--- config.mk ---
export PLATFORM = sky130hd
export DESIGN_NAME = socks5_handshake_parser
export DESIGN_NICKNAME = d
export VERILOG_FILES = /design/src/rtl/core/s5hp_pkg.sv /design/src/rtl/core/s5hp_parse.sv /design/src/rtl/core/s5hp_outq.sv /design/src/rtl/core/socks5_handshake_parser.sv
export VERILOG_INCLUDE_DIRS = /design/src /design/src/rtl/core
export SDC_FILE = /design/constraint.sdc
export NUM_CORES = 1
export LEC_CHECK = 0
export BUFFER_PORTS_ARGS = -buffer_cell sky130_fd_sc_hd__buf_4
export CORE_MARGIN = 3
export CORE_UTILIZATION = 40
export DETAILED_ROUTE_END_ITERATION = 8
export GPL_TIMING_DRIVEN = 0
export PLACE_DENSITY = 0.55
export SLEW_MARGIN = 20
export SYNTH_ARGS = -nofsm -noshare
export SYNTH_HDL_FRONTEND = slang
export SYNTH_HIERARCHICAL = 1
export SYNTH_SLANG_ARGS = --single-unit
--- constraint.sdc ---
create_clock -name clk -period 11.7 [get_ports clk]
set_clock_uncertainty 0.15 [all_clocks]
set_input_delay 1.755 -clock clk [delete_from_list [all_inputs] [get_ports clk]]
set_output_delay 1.755 -clock clk [all_outputs]
set_load 0.05 [all_outputs]
--- src/rtl/core/socks5_handshake_parser_macros.svh ---
// Assertion macros shared by the parser modules.
// Each macro samples on clk and is disabled while arst_n is low.
`ifndef SOCKS5_HANDSHAKE_PARSER_MACROS_SVH
`define SOCKS5_HANDSHAKE_PARSER_MACROS_SVH

// Same-cycle implication.
`define S5HP_ASSERT_IMP(label, ante, cons, msg) \
	label: assert property (@(posedge clk) disable iff (!arst_n) (ante) |-> (cons)) \
		else $error(msg);

// Next-cycle implication.
`define S5HP_ASSERT_NXT(label, ante, cons, msg) \
	label: assert property (@(posedge clk) disable iff (!arst_n) (ante) |=> (cons)) \
		else $error(msg);

`endif

--- src/rtl/core/s5hp_pkg.sv ---
package s5hp_pkg;

	// Configured credential storage, in bytes
	parameter int CRED_BYTES = 20;
	parameter int CRED_IDX_W = $clog2(CRED_BYTES);

	// Longest name and password a client may send
	parameter logic [7:0] MAX_NAME_LEN = 8'd20;
	parameter logic [7:0] MAX_PASS_LEN = 8'd20;

	// Default depth of the result queue (at least two)
	parameter int OUTQ_DEPTH = 4;

	// Protocol bytes
	parameter logic [7:0] SOCKS_VER     = 8'h05;
	parameter logic [7:0] METH_USERPASS = 8'h02;
	parameter logic [7:0] METH_NONE     = 8'h00;
	parameter logic [7:0] AUTH_OK       = 8'h00;
	parameter logic [7:0] CMD_CONNECT   = 8'h01;
	parameter logic [7:0] ATYP_IPV4     = 8'h01;
	parameter logic [7:0] ATYP_DOMAIN   = 8'h03;
	parameter logic [7:0] ATYP_IPV6     = 8'h04;
	parameter logic [7:0] IPV4_LEN      = 8'd4;
	parameter logic [7:0] IPV6_LEN      = 8'd16;

	// Configuration register indexes
	typedef enum logic [2:0] {
		REG_USER_LEN     = 3'd0,
		REG_PASS_LEN     = 3'd1,
		REG_USER_0_7     = 3'd2,
		REG_USER_8_15    = 3'd3,
		REG_USER_16_19   = 3'd4,
		REG_PASS_0_7     = 3'd5,
		REG_PASS_8_15    = 3'd6,
		REG_PASS_16_19   = 3'd7
	} reg_idx_t;

	typedef enum logic [1:0] {
		KIND_REPLY = 2'd0,
		KIND_ADDR  = 2'd1,
		KIND_DONE  = 2'd2,
		KIND_ERR   = 2'd3
	} kind_t;

	typedef enum logic [2:0] {
		ERR_VERSION   = 3'd0,
		ERR_NAME_LEN  = 3'd1,
		ERR_PASS_LEN  = 3'd2,
		ERR_MISMATCH  = 3'd3,
		ERR_COMMAND   = 3'd4,
		ERR_ADDR_TYPE = 3'd5
	} err_t;

	typedef enum logic [1:0] {
		AT_IPV4   = 2'd0,
		AT_DOMAIN = 2'd1,
		AT_IPV6   = 2'd2
	} atype_t;

	typedef enum logic [3:0] {
		PH_G_VER   = 4'd0,
		PH_G_NMETH = 4'd1,
		PH_G_METH  = 4'd2,
		PH_A_VER   = 4'd3,
		PH_A_ULEN  = 4'd4,
		PH_A_UNAME = 4'd5,
		PH_A_PLEN  = 4'd6,
		PH_A_PASS  = 4'd7,
		PH_R_VER   = 4'd8,
		PH_R_CMD   = 4'd9,
		PH_R_RSV   = 4'd10,
		PH_R_ATYP  = 4'd11,
		PH_R_DLEN  = 4'd12,
		PH_R_ADDR  = 4'd13,
		PH_R_PORT  = 4'd14,
		PH_HALT    = 4'd15
	} phase_t;

	// One result word
	typedef struct packed {
		kind_t       kind;
		logic [7:0]  out_byte;
		atype_t      dest_atype;
		logic [15:0] dest_port;
		err_t        error_code;
		logic        last;
	} res_t;

	// Results of one parsed byte
	typedef struct packed {
		logic [1:0] n;
		res_t       r0;
		res_t       r1;
	} emit_t;

	// Configuration registers
	typedef struct packed {
		logic [4:0]                      user_len;
		logic [4:0]                      pass_len;
		logic [CRED_BYTES-1:0][7:0]      user_chars;
		logic [CRED_BYTES-1:0][7:0]      pass_chars;
	} cfg_t;

	function automatic res_t reply_res(input logic [7:0] b, input logic last);
		res_t r;
		r = '0;
		r.kind = KIND_REPLY;
		r.out_byte = b;
		r.last = last;
		return r;
	endfunction

	function automatic res_t err_res(input err_t code);
		res_t r;
		r = '0;
		r.kind = KIND_ERR;
		r.error_code = code;
		r.last = 1'b1;
		return r;
	endfunction

	// Configured byte at idx, zero past the stored bytes
	function automatic logic [7:0] cred_byte(input logic [CRED_BYTES-1:0][7:0] chars,
			input logic [7:0] idx);
		logic [7:0] b;
		b = 8'd0;
		if (idx < 8'(CRED_BYTES)) begin
			b = chars[idx[CRED_IDX_W-1:0]];
		end
		return b;
	endfunction

endpackage

--- src/rtl/core/s5hp_parse.sv ---
module s5hp_parse (
	input  logic              clk,
	input  logic              arst_n,
	input  logic              fire,
	input  logic              func,
	input  logic [7:0]        in_byte,
	input  s5hp_pkg::cfg_t    cfg,
	output s5hp_pkg::emit_t   emit
);

	`include "socks5_handshake_parser_macros.svh"

	s5hp_pkg::phase_t phase_q, phase_d;
	logic [7:0]       byte_count_q, byte_count_d;
	logic [7:0]       field_length_q, field_length_d;
	logic             creds_match_q, creds_match_d;
	s5hp_pkg::atype_t addr_kind_q, addr_kind_d;
	logic [7:0]       port_high_q, port_high_d;
	logic [7:0]       sub_version_q, sub_version_d;

	logic       auth_on;
	logic [7:0] cnt_inc;
	logic       m;
	s5hp_pkg::res_t done_r;

	assign auth_on = (cfg.user_len != 5'd0) && (cfg.pass_len != 5'd0);
	assign cnt_inc = byte_count_q + 8'd1;

	always_comb begin
		done_r = '0;
		done_r.kind = s5hp_pkg::KIND_DONE;
		done_r.dest_atype = addr_kind_q;
		done_r.dest_port = {port_high_q, in_byte};
		done_r.last = 1'b1;
	end

	// Next state and results for the byte in the input register
	always_comb begin
		phase_d = phase_q;
		byte_count_d = byte_count_q;
		field_length_d = field_length_q;
		creds_match_d = creds_match_q;
		addr_kind_d = addr_kind_q;
		port_high_d = port_high_q;
		sub_version_d = sub_version_q;
		emit = '0;
		m = creds_match_q;
		if (func) begin
			phase_d = s5hp_pkg::PH_G_VER;
			byte_count_d = 8'd0;
			field_length_d = 8'd0;
			creds_match_d = 1'b1;
			addr_kind_d = s5hp_pkg::AT_IPV4;
			port_high_d = 8'd0;
			sub_version_d = 8'd0;
		end else begin
			case (phase_q)
				s5hp_pkg::PH_G_VER: begin
					if (in_byte != s5hp_pkg::SOCKS_VER) begin
						phase_d = s5hp_pkg::PH_HALT;
						emit.n = 2'd1;
						emit.r0 = s5hp_pkg::err_res(s5hp_pkg::ERR_VERSION);
					end else begin
						phase_d = s5hp_pkg::PH_G_NMETH;
					end
				end
				s5hp_pkg::PH_G_NMETH, s5hp_pkg::PH_G_METH: begin
					if (phase_q == s5hp_pkg::PH_G_NMETH) begin
						field_length_d = in_byte;
						byte_count_d = 8'd0;
						phase_d = s5hp_pkg::PH_G_METH;
					end else begin
						byte_count_d = cnt_inc;
					end
					if ((phase_q == s5hp_pkg::PH_G_NMETH && in_byte == 8'd0) ||
						(phase_q == s5hp_pkg::PH_G_METH && cnt_inc >= field_length_q)) begin
						emit.n = 2'd2;
						emit.r0 = s5hp_pkg::reply_res(s5hp_pkg::SOCKS_VER, 1'b0);
						emit.r1 = s5hp_pkg::reply_res(auth_on ? s5hp_pkg::METH_USERPASS :
							s5hp_pkg::METH_NONE, 1'b1);
						phase_d = auth_on ? s5hp_pkg::PH_A_VER : s5hp_pkg::PH_R_VER;
						byte_count_d = 8'd0;
					end
				end
				s5hp_pkg::PH_A_VER: begin
					sub_version_d = in_byte;
					phase_d = s5hp_pkg::PH_A_ULEN;
				end
				s5hp_pkg::PH_A_ULEN: begin
					if (in_byte > s5hp_pkg::MAX_NAME_LEN) begin
						phase_d = s5hp_pkg::PH_HALT;
						emit.n = 2'd1;
						emit.r0 = s5hp_pkg::err_res(s5hp_pkg::ERR_NAME_LEN);
					end else begin
						field_length_d = in_byte;
						byte_count_d = 8'd0;
						creds_match_d = (in_byte == {3'd0, cfg.user_len});
						phase_d = (in_byte == 8'd0) ? s5hp_pkg::PH_A_PLEN :
							s5hp_pkg::PH_A_UNAME;
					end
				end
				s5hp_pkg::PH_A_UNAME: begin
					if (in_byte != s5hp_pkg::cred_byte(cfg.user_chars, byte_count_q)) begin
						creds_match_d = 1'b0;
					end
					byte_count_d = cnt_inc;
					if (cnt_inc >= field_length_q) begin
						phase_d = s5hp_pkg::PH_A_PLEN;
					end
				end
				s5hp_pkg::PH_A_PLEN, s5hp_pkg::PH_A_PASS: begin
					if (phase_q == s5hp_pkg::PH_A_PLEN) begin
						m = creds_match_q && (in_byte == {3'd0, cfg.pass_len});
						field_length_d = in_byte;
						byte_count_d = 8'd0;
						phase_d = s5hp_pkg::PH_A_PASS;
					end else begin
						m = creds_match_q &&
							(in_byte == s5hp_pkg::cred_byte(cfg.pass_chars, byte_count_q));
						byte_count_d = cnt_inc;
					end
					creds_match_d = m;
					if (phase_q == s5hp_pkg::PH_A_PLEN && in_byte > s5hp_pkg::MAX_PASS_LEN) begin
						// Oversized password length: nothing else changes
						creds_match_d = creds_match_q;
						field_length_d = field_length_q;
						byte_count_d = byte_count_q;
						phase_d = s5hp_pkg::PH_HALT;
						emit.n = 2'd1;
						emit.r0 = s5hp_pkg::err_res(s5hp_pkg::ERR_PASS_LEN);
					end else if ((phase_q == s5hp_pkg::PH_A_PLEN && in_byte == 8'd0) ||
						(phase_q == s5hp_pkg::PH_A_PASS && cnt_inc >= field_length_q)) begin
						if (!m) begin
							phase_d = s5hp_pkg::PH_HALT;
							emit.n = 2'd1;
							emit.r0 = s5hp_pkg::err_res(s5hp_pkg::ERR_MISMATCH);
						end else begin
							emit.n = 2'd2;
							emit.r0 = s5hp_pkg::reply_res(sub_version_q, 1'b0);
							emit.r1 = s5hp_pkg::reply_res(s5hp_pkg::AUTH_OK, 1'b1);
							phase_d = s5hp_pkg::PH_R_VER;
							byte_count_d = 8'd0;
						end
					end
				end
				s5hp_pkg::PH_R_VER: begin
					if (in_byte != s5hp_pkg::SOCKS_VER) begin
						phase_d = s5hp_pkg::PH_HALT;
						emit.n = 2'd1;
						emit.r0 = s5hp_pkg::err_res(s5hp_pkg::ERR_VERSION);
					end else begin
						phase_d = s5hp_pkg::PH_R_CMD;
					end
				end
				s5hp_pkg::PH_R_CMD: begin
					if (in_byte != s5hp_pkg::CMD_CONNECT) begin
						phase_d = s5hp_pkg::PH_HALT;
						emit.n = 2'd1;
						emit.r0 = s5hp_pkg::err_res(s5hp_pkg::ERR_COMMAND);
					end else begin
						phase_d = s5hp_pkg::PH_R_RSV;
					end
				end
				s5hp_pkg::PH_R_RSV: begin
					phase_d = s5hp_pkg::PH_R_ATYP;
				end
				s5hp_pkg::PH_R_ATYP: begin
					byte_count_d = 8'd0;
					if (in_byte == s5hp_pkg::ATYP_IPV4) begin
						addr_kind_d = s5hp_pkg::AT_IPV4;
						field_length_d = s5hp_pkg::IPV4_LEN;
						phase_d = s5hp_pkg::PH_R_ADDR;
					end else if (in_byte == s5hp_pkg::ATYP_IPV6) begin
						addr_kind_d = s5hp_pkg::AT_IPV6;
						field_length_d = s5hp_pkg::IPV6_LEN;
						phase_d = s5hp_pkg::PH_R_ADDR;
					end else if (in_byte == s5hp_pkg::ATYP_DOMAIN) begin
						addr_kind_d = s5hp_pkg::AT_DOMAIN;
						phase_d = s5hp_pkg::PH_R_DLEN;
					end else begin
						phase_d = s5hp_pkg::PH_HALT;
						emit.n = 2'd1;
						emit.r0 = s5hp_pkg::err_res(s5hp_pkg::ERR_ADDR_TYPE);
					end
				end
				s5hp_pkg::PH_R_DLEN: begin
					field_length_d = in_byte;
					byte_count_d = 8'd0;
					phase_d = (in_byte == 8'd0) ? s5hp_pkg::PH_R_PORT : s5hp_pkg::PH_R_ADDR;
				end
				s5hp_pkg::PH_R_ADDR: begin
					emit.n = 2'd1;
					emit.r0 = '0;
					emit.r0.kind = s5hp_pkg::KIND_ADDR;
					emit.r0.out_byte = in_byte;
					emit.r0.dest_atype = addr_kind_q;
					emit.r0.last = 1'b1;
					byte_count_d = cnt_inc;
					if (cnt_inc >= field_length_q) begin
						byte_count_d = 8'd0;
						phase_d = s5hp_pkg::PH_R_PORT;
					end
				end
				s5hp_pkg::PH_R_PORT: begin
					if (byte_count_q == 8'd0) begin
						port_high_d = in_byte;
						byte_count_d = 8'd1;
					end else begin
						byte_count_d = 8'd0;
						phase_d = s5hp_pkg::PH_HALT;
						emit.n = 2'd1;
						emit.r0 = done_r;
					end
				end
				s5hp_pkg::PH_HALT: begin
					phase_d = s5hp_pkg::PH_HALT;
				end
				default: begin
					phase_d = s5hp_pkg::PH_HALT;
				end
			endcase
		end
	end

	// Advance the parse state on each parsed byte
	always_ff @(posedge clk or negedge arst_n) begin
		if (!arst_n) begin
			phase_q <= s5hp_pkg::PH_G_VER;
			byte_count_q <= 8'd0;
			field_length_q <= 8'd0;
			creds_match_q <= 1'b1;
			addr_kind_q <= s5hp_pkg::AT_IPV4;
			port_high_q <= 8'd0;
			sub_version_q <= 8'd0;
		end else if (fire) begin
			phase_q <= phase_d;
			byte_count_q <= byte_count_d;
			field_length_q <= field_length_d;
			creds_match_q <= creds_match_d;
			addr_kind_q <= addr_kind_d;
			port_high_q <= port_high_d;
			sub_version_q <= sub_version_d;
		end
	end

	`S5HP_ASSERT_NXT(a_err_halts, fire && emit.n != 2'd0 && emit.r0.kind == s5hp_pkg::KIND_ERR, phase_q == s5hp_pkg::PH_HALT, "error word did not halt parsing")
	`S5HP_ASSERT_IMP(a_halt_silent, fire && phase_q == s5hp_pkg::PH_HALT, emit.n == 2'd0, "halted parser produced a word")

endmodule

--- src/rtl/core/s5hp_outq.sv ---
module s5hp_outq #(
	parameter int DEPTH = s5hp_pkg::OUTQ_DEPTH
) (
	input  logic            clk,
	input  logic            arst_n,
	input  s5hp_pkg::emit_t emit,
	input  logic            push,
	output logic            room,
	output logic            out_valid,
	input  logic            out_ready,
	output s5hp_pkg::res_t  head
);

	`include "socks5_handshake_parser_macros.svh"

	localparam int PTR_W = $clog2(DEPTH);
	localparam int CNT_W = $clog2(DEPTH + 1);

	s5hp_pkg::res_t mem_q [DEPTH];
	logic [PTR_W-1:0] wr_ptr_q, rd_ptr_q, wr_ptr_1;
	logic [CNT_W-1:0] count_q;
	logic [1:0]       push_n;
	logic             pop;

	function automatic logic [PTR_W-1:0] ptr_next(input logic [PTR_W-1:0] p);
		logic [PTR_W-1:0] r;
		r = (p == PTR_W'(DEPTH - 1)) ? '0 : p + PTR_W'(1);
		return r;
	endfunction

	assign push_n = push ? emit.n : 2'd0;
	assign pop = out_valid && out_ready;
	assign wr_ptr_1 = ptr_next(wr_ptr_q);
	assign out_valid = (count_q != '0);
	assign head = mem_q[rd_ptr_q];
	assign room = (count_q <= CNT_W'(DEPTH - 2));

	// Hold result words until the consumer takes them
	always_ff @(posedge clk) begin
		if (push_n != 2'd0) begin
			mem_q[wr_ptr_q] <= emit.r0;
		end
		if (push_n == 2'd2) begin
			mem_q[wr_ptr_1] <= emit.r1;
		end
	end

	always_ff @(posedge clk or negedge arst_n) begin
		if (!arst_n) begin
			wr_ptr_q <= '0;
			rd_ptr_q <= '0;
			count_q <= '0;
		end else begin
			if (push_n == 2'd1) begin
				wr_ptr_q <= wr_ptr_1;
			end else if (push_n == 2'd2) begin
				wr_ptr_q <= ptr_next(wr_ptr_1);
			end
			if (pop) begin
				rd_ptr_q <= ptr_next(rd_ptr_q);
			end
			count_q <= count_q + CNT_W'(push_n) - CNT_W'(pop);
		end
	end

	`S5HP_ASSERT_IMP(a_no_overflow, push_n != 2'd0, (count_q + CNT_W'(push_n)) <= CNT_W'(DEPTH), "result queue overflow")
	`S5HP_ASSERT_NXT(a_count_hold, push_n == 2'd0 && !pop, count_q == $past(count_q), "queue count moved while idle")

endmodule

--- src/rtl/core/socks5_handshake_parser.sv ---
// SOCKS5 server handshake parser: takes one client byte per cycle, when in_ready
// is high, on the in_* channel (func high restarts the session at the greeting) and
// returns reply bytes, destination address bytes, a request-complete word with port
// and address type, or an error word on the out_* channel, one word per cycle while
// out_ready is high. An accepted byte is registered, parsed once the result queue has
// room for its words, and its words land in that small queue, which drives the out_*
// ports. Input is taken every cycle while the queue has room for two words;
// greeting and authentication replies are two words long, so a consumer that
// takes one word per cycle sets the sustained rate. Configuration writes are
// applied on the cycle cfg_wen is high and must be made while idle.
module socks5_handshake_parser #(
	parameter int OUTQ_DEPTH = s5hp_pkg::OUTQ_DEPTH
) (
	input  logic        clk,
	input  logic        arst_n,
	input  logic        cfg_wen,
	input  logic [2:0]  cfg_idx,
	input  logic [63:0] cfg_wdata,
	input  logic        in_valid,
	output logic        in_ready,
	input  logic        func,
	input  logic [7:0]  in_byte,
	output logic        out_valid,
	input  logic        out_ready,
	output logic [1:0]  kind,
	output logic [7:0]  out_byte,
	output logic [1:0]  dest_atype,
	output logic [15:0] dest_port,
	output logic [2:0]  error_code,
	output logic        last
);

	s5hp_pkg::cfg_t  cfg_q;
	s5hp_pkg::emit_t emit;
	s5hp_pkg::res_t  head;
	logic            valid_s1;
	logic            func_s1;
	logic [7:0]      in_byte_s1;
	logic            room;
	logic            fire;

	// Write configuration registers
	always_ff @(posedge clk or negedge arst_n) begin
		if (!arst_n) begin
			cfg_q <= '0;
		end else if (cfg_wen) begin
			case (s5hp_pkg::reg_idx_t'(cfg_idx))
				s5hp_pkg::REG_USER_LEN:   cfg_q.user_len <= cfg_wdata[4:0];
				s5hp_pkg::REG_PASS_LEN:   cfg_q.pass_len <= cfg_wdata[4:0];
				s5hp_pkg::REG_USER_0_7:   cfg_q.user_chars[7:0] <= cfg_wdata;
				s5hp_pkg::REG_USER_8_15:  cfg_q.user_chars[15:8] <= cfg_wdata;
				s5hp_pkg::REG_USER_16_19: cfg_q.user_chars[19:16] <= cfg_wdata[31:0];
				s5hp_pkg::REG_PASS_0_7:   cfg_q.pass_chars[7:0] <= cfg_wdata;
				s5hp_pkg::REG_PASS_8_15:  cfg_q.pass_chars[15:8] <= cfg_wdata;
				s5hp_pkg::REG_PASS_16_19: cfg_q.pass_chars[19:16] <= cfg_wdata[31:0];
				default: cfg_q <= cfg_q;
			endcase
		end
	end

	// Input register: parse when the queue can take two words
	assign fire = valid_s1 && room;
	assign in_ready = !valid_s1 || room;

	always_ff @(posedge clk or negedge arst_n) begin
		if (!arst_n) begin
			valid_s1 <= 1'b0;
		end else if (in_ready) begin
			valid_s1 <= in_valid;
		end
	end

	always_ff @(posedge clk) begin
		if (in_valid && in_ready) begin
			func_s1 <= func;
			in_byte_s1 <= in_byte;
		end
	end

	s5hp_parse u_parse (
		.clk     (clk),
		.arst_n  (arst_n),
		.fire    (fire),
		.func    (func_s1),
		.in_byte (in_byte_s1),
		.cfg     (cfg_q),
		.emit    (emit)
	);

	s5hp_outq #(
		.DEPTH (OUTQ_DEPTH)
	) u_outq (
		.clk       (clk),
		.arst_n    (arst_n),
		.emit      (emit),
		.push      (fire),
		.room      (room),
		.out_valid (out_valid),
		.out_ready (out_ready),
		.head      (head)
	);

	// Drive the result word fields
	assign kind = head.kind;
	assign out_byte = head.out_byte;
	assign dest_atype = head.dest_atype;
	assign dest_port = head.dest_port;
	assign error_code = head.error_code;
	assign last = head.last;

endmodule

==> run_results.csv <==
group,metric,value,unit
pwr,power.internal,4.27,mW
outcome,outcome,"finished clean",
yosys,postSynthCellCount,1807,
critical_path,critical_path_class,"flip-flop to flip-flop",
timing,tightestPinTransition,1.14,ns
finish,n_fill_cell,5728,
yosys,ys_seq_area_share,52.7,%
cts,cts_made_buffers,57,
global_route,grt_use_total,22.5,%
cts,cts_sinks,514,
placed_design,gp_congestion,0.901,
finish,drive_gt1_share,43.3,%
routing,wl,75100,µm
timing,maxSlewHeadroom,23.7,%
global_route,met2_usage,40.6,%
global_route,grt.overflow.total,0,
pwr,p_leak,12.4,nW
die,io_pins,115,
timing,period_needed,7.07,ns
routing,vias,16200,
routing,first_iter_violations,814,
cts,cts_hold_buf,0,
finish,regArea,13500,µm²
die,core_area,63300,µm²
routing,wl_per_cell,25.8,µm
critical_path,crit_top_cell,"buf_2",
cts,cts_tree,"done",
cts,htree_levels,2,
routing,drc,0,
critical_path,worstPathRequired,11.88,ns
yosys,ys.flop_type,"dfrtp_1",
cts,clkTransAtPathRegs,0.06,ns
pwr,powerDensity,219,nW/µm²
pwr,pwr-share-seq,36.4,%
job,maxCapViolations,0,
placed_design,hpwlAfterDp,54100,µm
pwr,switching_power,2.31,mW
timing,hold_violations,0,
finish,final_nets,2126,
global_route,grt_pass1_wl,113000,µm
yosys,syn_area,25700,µm²
pwr,p_clk_share,26.9,%
yosys,ys_seq_elements,514,
pwr,swShare,35.2,%
routing,viasPerCell,5.54,
cts,clockRootBuffer,"clkbuf_16",
yosys,synth_cell_types,86,
yosys,synth-edff-count,137,
critical_path,cp_slowest_stage_delay,0.53,ns
die,dieArea,67400,µm²
timing,hold_ws,0.322,ns
cts,cts_resized,0,
die,die_w,260,µm
critical_path,slowest_stage,"buf_2",
timing,finalSetupViolCount,0,
finish,final_common_cell,"mux2_2",
timing,rsz0062_at_grt,"false",
die,rows,92,
global_route,grt_antenna_before_repair,0,
global_route,grt_pass1_vias,17400,
global_route,met1_usage,28.7,%
global_route,grtUsageMet3,2.70,%
yosys,ys.warnings.count,6,
timing,period_share,60.4,%
finish,antenna-diode-count,0,
cts,cts_buffer_depth,3,
critical_path,worst_ep_arrival_time,7.25,ns
critical_path,crit_chain,"buf_2, buf_2, buf_4, buf_2, buf_2, nand4_1, or2_2, nand2_1, ha_1, a2111oi_0, o21a_1, o21ai_2, or2b_4, a41oi_2, or2_1, buf_4, nand2_1, ha_1, nand2_2, buf_6, o21ai_4, buf_16, buf_16",
pwr,vdd_ir_drop_max,0.125,mV
die,die_y,260,µm
finish,final_cells,2914,
placed_design,dp_cells,2809,
critical_path,cp-start-kind,"flip-flop",
finish,multiInputGateArea,11200,µm²
cts,post-cts-setup-buffers,0,
timing,setup_tns,0,ns
finish,syn2layout_area_growth,16.5,%
critical_path,cp-end-kind,"flip-flop",
global_route,grt.busiest_layer,"met2",
cts,clk_latency,0.65,ns
yosys,synth.avg_cell_area,14.2,µm²
hold_path,hp-class,"flip-flop to flip-flop",
timing,fmax,0.141,GHz
global_route,grt_max_degree,101,
critical_path,worstPathMaxFanout,12,
yosys,synthArstFlopShare,73.3,%
placed_design,portBuffers,114,
pwr,combPwrFrac,36.6,%
routing,drtPass1Iterations,6,
routing,detail-route-antenna-nets,0,
die,initial_core_util,40.6,%
timing,slew_violations,0,
finish,mostFrequentLayoutCells,"455 x mux2_2, 376 x dfrtp_1, 151 x buf_4",
-- flip-flops by register name, indices dropped and copies added (netlist names), 4 cells and up --
register and count:
u_parse/sub_version_q 8, u_parse/byte_count_q 8, u_parse/port_high_q 8, u_outq/mem_q 128, u_parse/phase_q 4, in_byte_s1 8
u_parse/field_length_q 8, cfg_q 330
-- worst paths after layout --
| path | cells after the start | start | slack (ns) | to |
|---|---|---|---|---|
| worst max-delay path | 23 | u_parse/byte_count_q[1]$_DFFE_PN0P_ | 4.63 | u_outq/mem_q[3][1]$_DFFE_PP_ |
| worst min-delay path | 2 | u_parse/port_high_q[7]$_DFFE_PN0P_ | 0.32 | u_parse/port_high_q[7]$_DFFE_PN0P_ |
| worst max register to register | 23 | u_parse/byte_count_q[1]$_DFFE_PN0P_ | 4.63 | u_outq/mem_q[3][1]$_DFFE_PP_ |
| worst min register to register | 2 | u_parse/port_high_q[7]$_DFFE_PN0P_ | 0.32 | u_parse/port_high_q[7]$_DFFE_PN0P_ |
| max in group asynchronous | 3 | arst_n | 9.39 | cfg_q[61]$_DFFE_PN0P_ |
| min in group asynchronous | 1 | arst_n | 0.82 | u_outq/rd_ptr_q[1]$_DFFE_PN0P_ |
-- critical path, delay by kind of cell (launching register included) --
family	cells	cell delay, ns
AND/OR/NAND/NOR	7	1.57
buffers and inverters	9	2.74
adder cells (fa/ha/maj)	2	0.54
flip-flops	1	0.37
AO/OA/AOI/OAI	5	1.33
-- power groups by stage --
stage	Sequential (mW)	Combinational, mW	Clock [mW]
2_1_floorplan	2.36	1.67	0
3_3_place_gp	2.42	2.36	0
3_5_place_dp	2.43	2.42	0
4_1_cts	2.40	2.43	1.82
5_1_grt	2.44	2.58	1.88
6_report	2.40	2.41	1.77
-- logic make-up (layout without fill, tap and decap cells) --
group,after synthesis,in the layout,share of synthesized area (%)
compound gates,185,185,4.84
fa+ha+maj,24,24,1.19
simple gates,264,264,5.36
flops,514,514,52.7
mux,608,608,30.7
xor+xnor,26,26,0.885
other cells,1,30,0.0146
buf+inv,185,417,4.32
-- synth_stat cells (4+ instances only) --
master,count,area (µm²)
mux2_2,455,5120
dfrtp_1,376,9410
edfxtp_1,137,4110
mux4_2,94,2120
nand2_1,84,315
o21ai_0,60,300
mux2i_1,47,470
nor2_1,44,165
buf_2,40,200
inv_1,40,150
buf_4,38,285
clkbuf_1,32,120
a21oi_1,28,140
nand3_1,25,125
buf_6,24,270
and2_1,22,138
ha_1,22,275
xnor2_1,17,149
nand4_1,15,93.8
a22oi_1,14,105
nand2b_1,12,75.1
nor2b_1,11,68.8
nor3_1,10,50.1
xor2_1,9,78.8
a21o_1,8,60.1
a31oi_1,8,50.1
a211oi_1,7,52.6
mux2_1,7,78.8
a221oi_1,6,52.6
a22o_1,6,52.6
buf_1,6,22.5
nand2_2,5,31.3
o22ai_1,5,31.3
o31ai_1,5,37.5
a211o_1,4,35.0
mux4_1,4,105
nand4b_1,4,35.0
o32ai_1,4,35.0
or4_1,4,30.0
-- layer usage --
metal | share of wire, % | routed length [µm]
met5 | 0 | 0
met4 | 2.6 | 1980
met3 | 3.8 | 2890
met2 | 51 | 38500
met1 | 42 | 31800
-- through the flow --
step           worst slack (ns)  util (%)  power, mW  instance area, µm²
2_1_floorplan              5.03         -       4.03               25800
3_3_place_gp              0.945      43.8       4.78               27800
3_5_place_dp               4.64      44.4       4.85               28100
4_1_cts                    4.58      47.4       6.65               30000
5_1_grt                    4.26      47.4       6.90               30000
6_report                   4.63      47.4       6.58               30000
-- area by class of cell --
cell class              instances  share of cell area [%]
flip-flops and latches        514                    45.2
repair buffers                127                    3.96
clock buffers                  84                    5.43
plain buffers                 143                    3.18
well taps                     846                    3.53
multi-input cells            1137                    37.5
clock inverters                21                   0.747
inverters                      42                   0.526
Note: power is estimated with default switching activity, not from simulation.
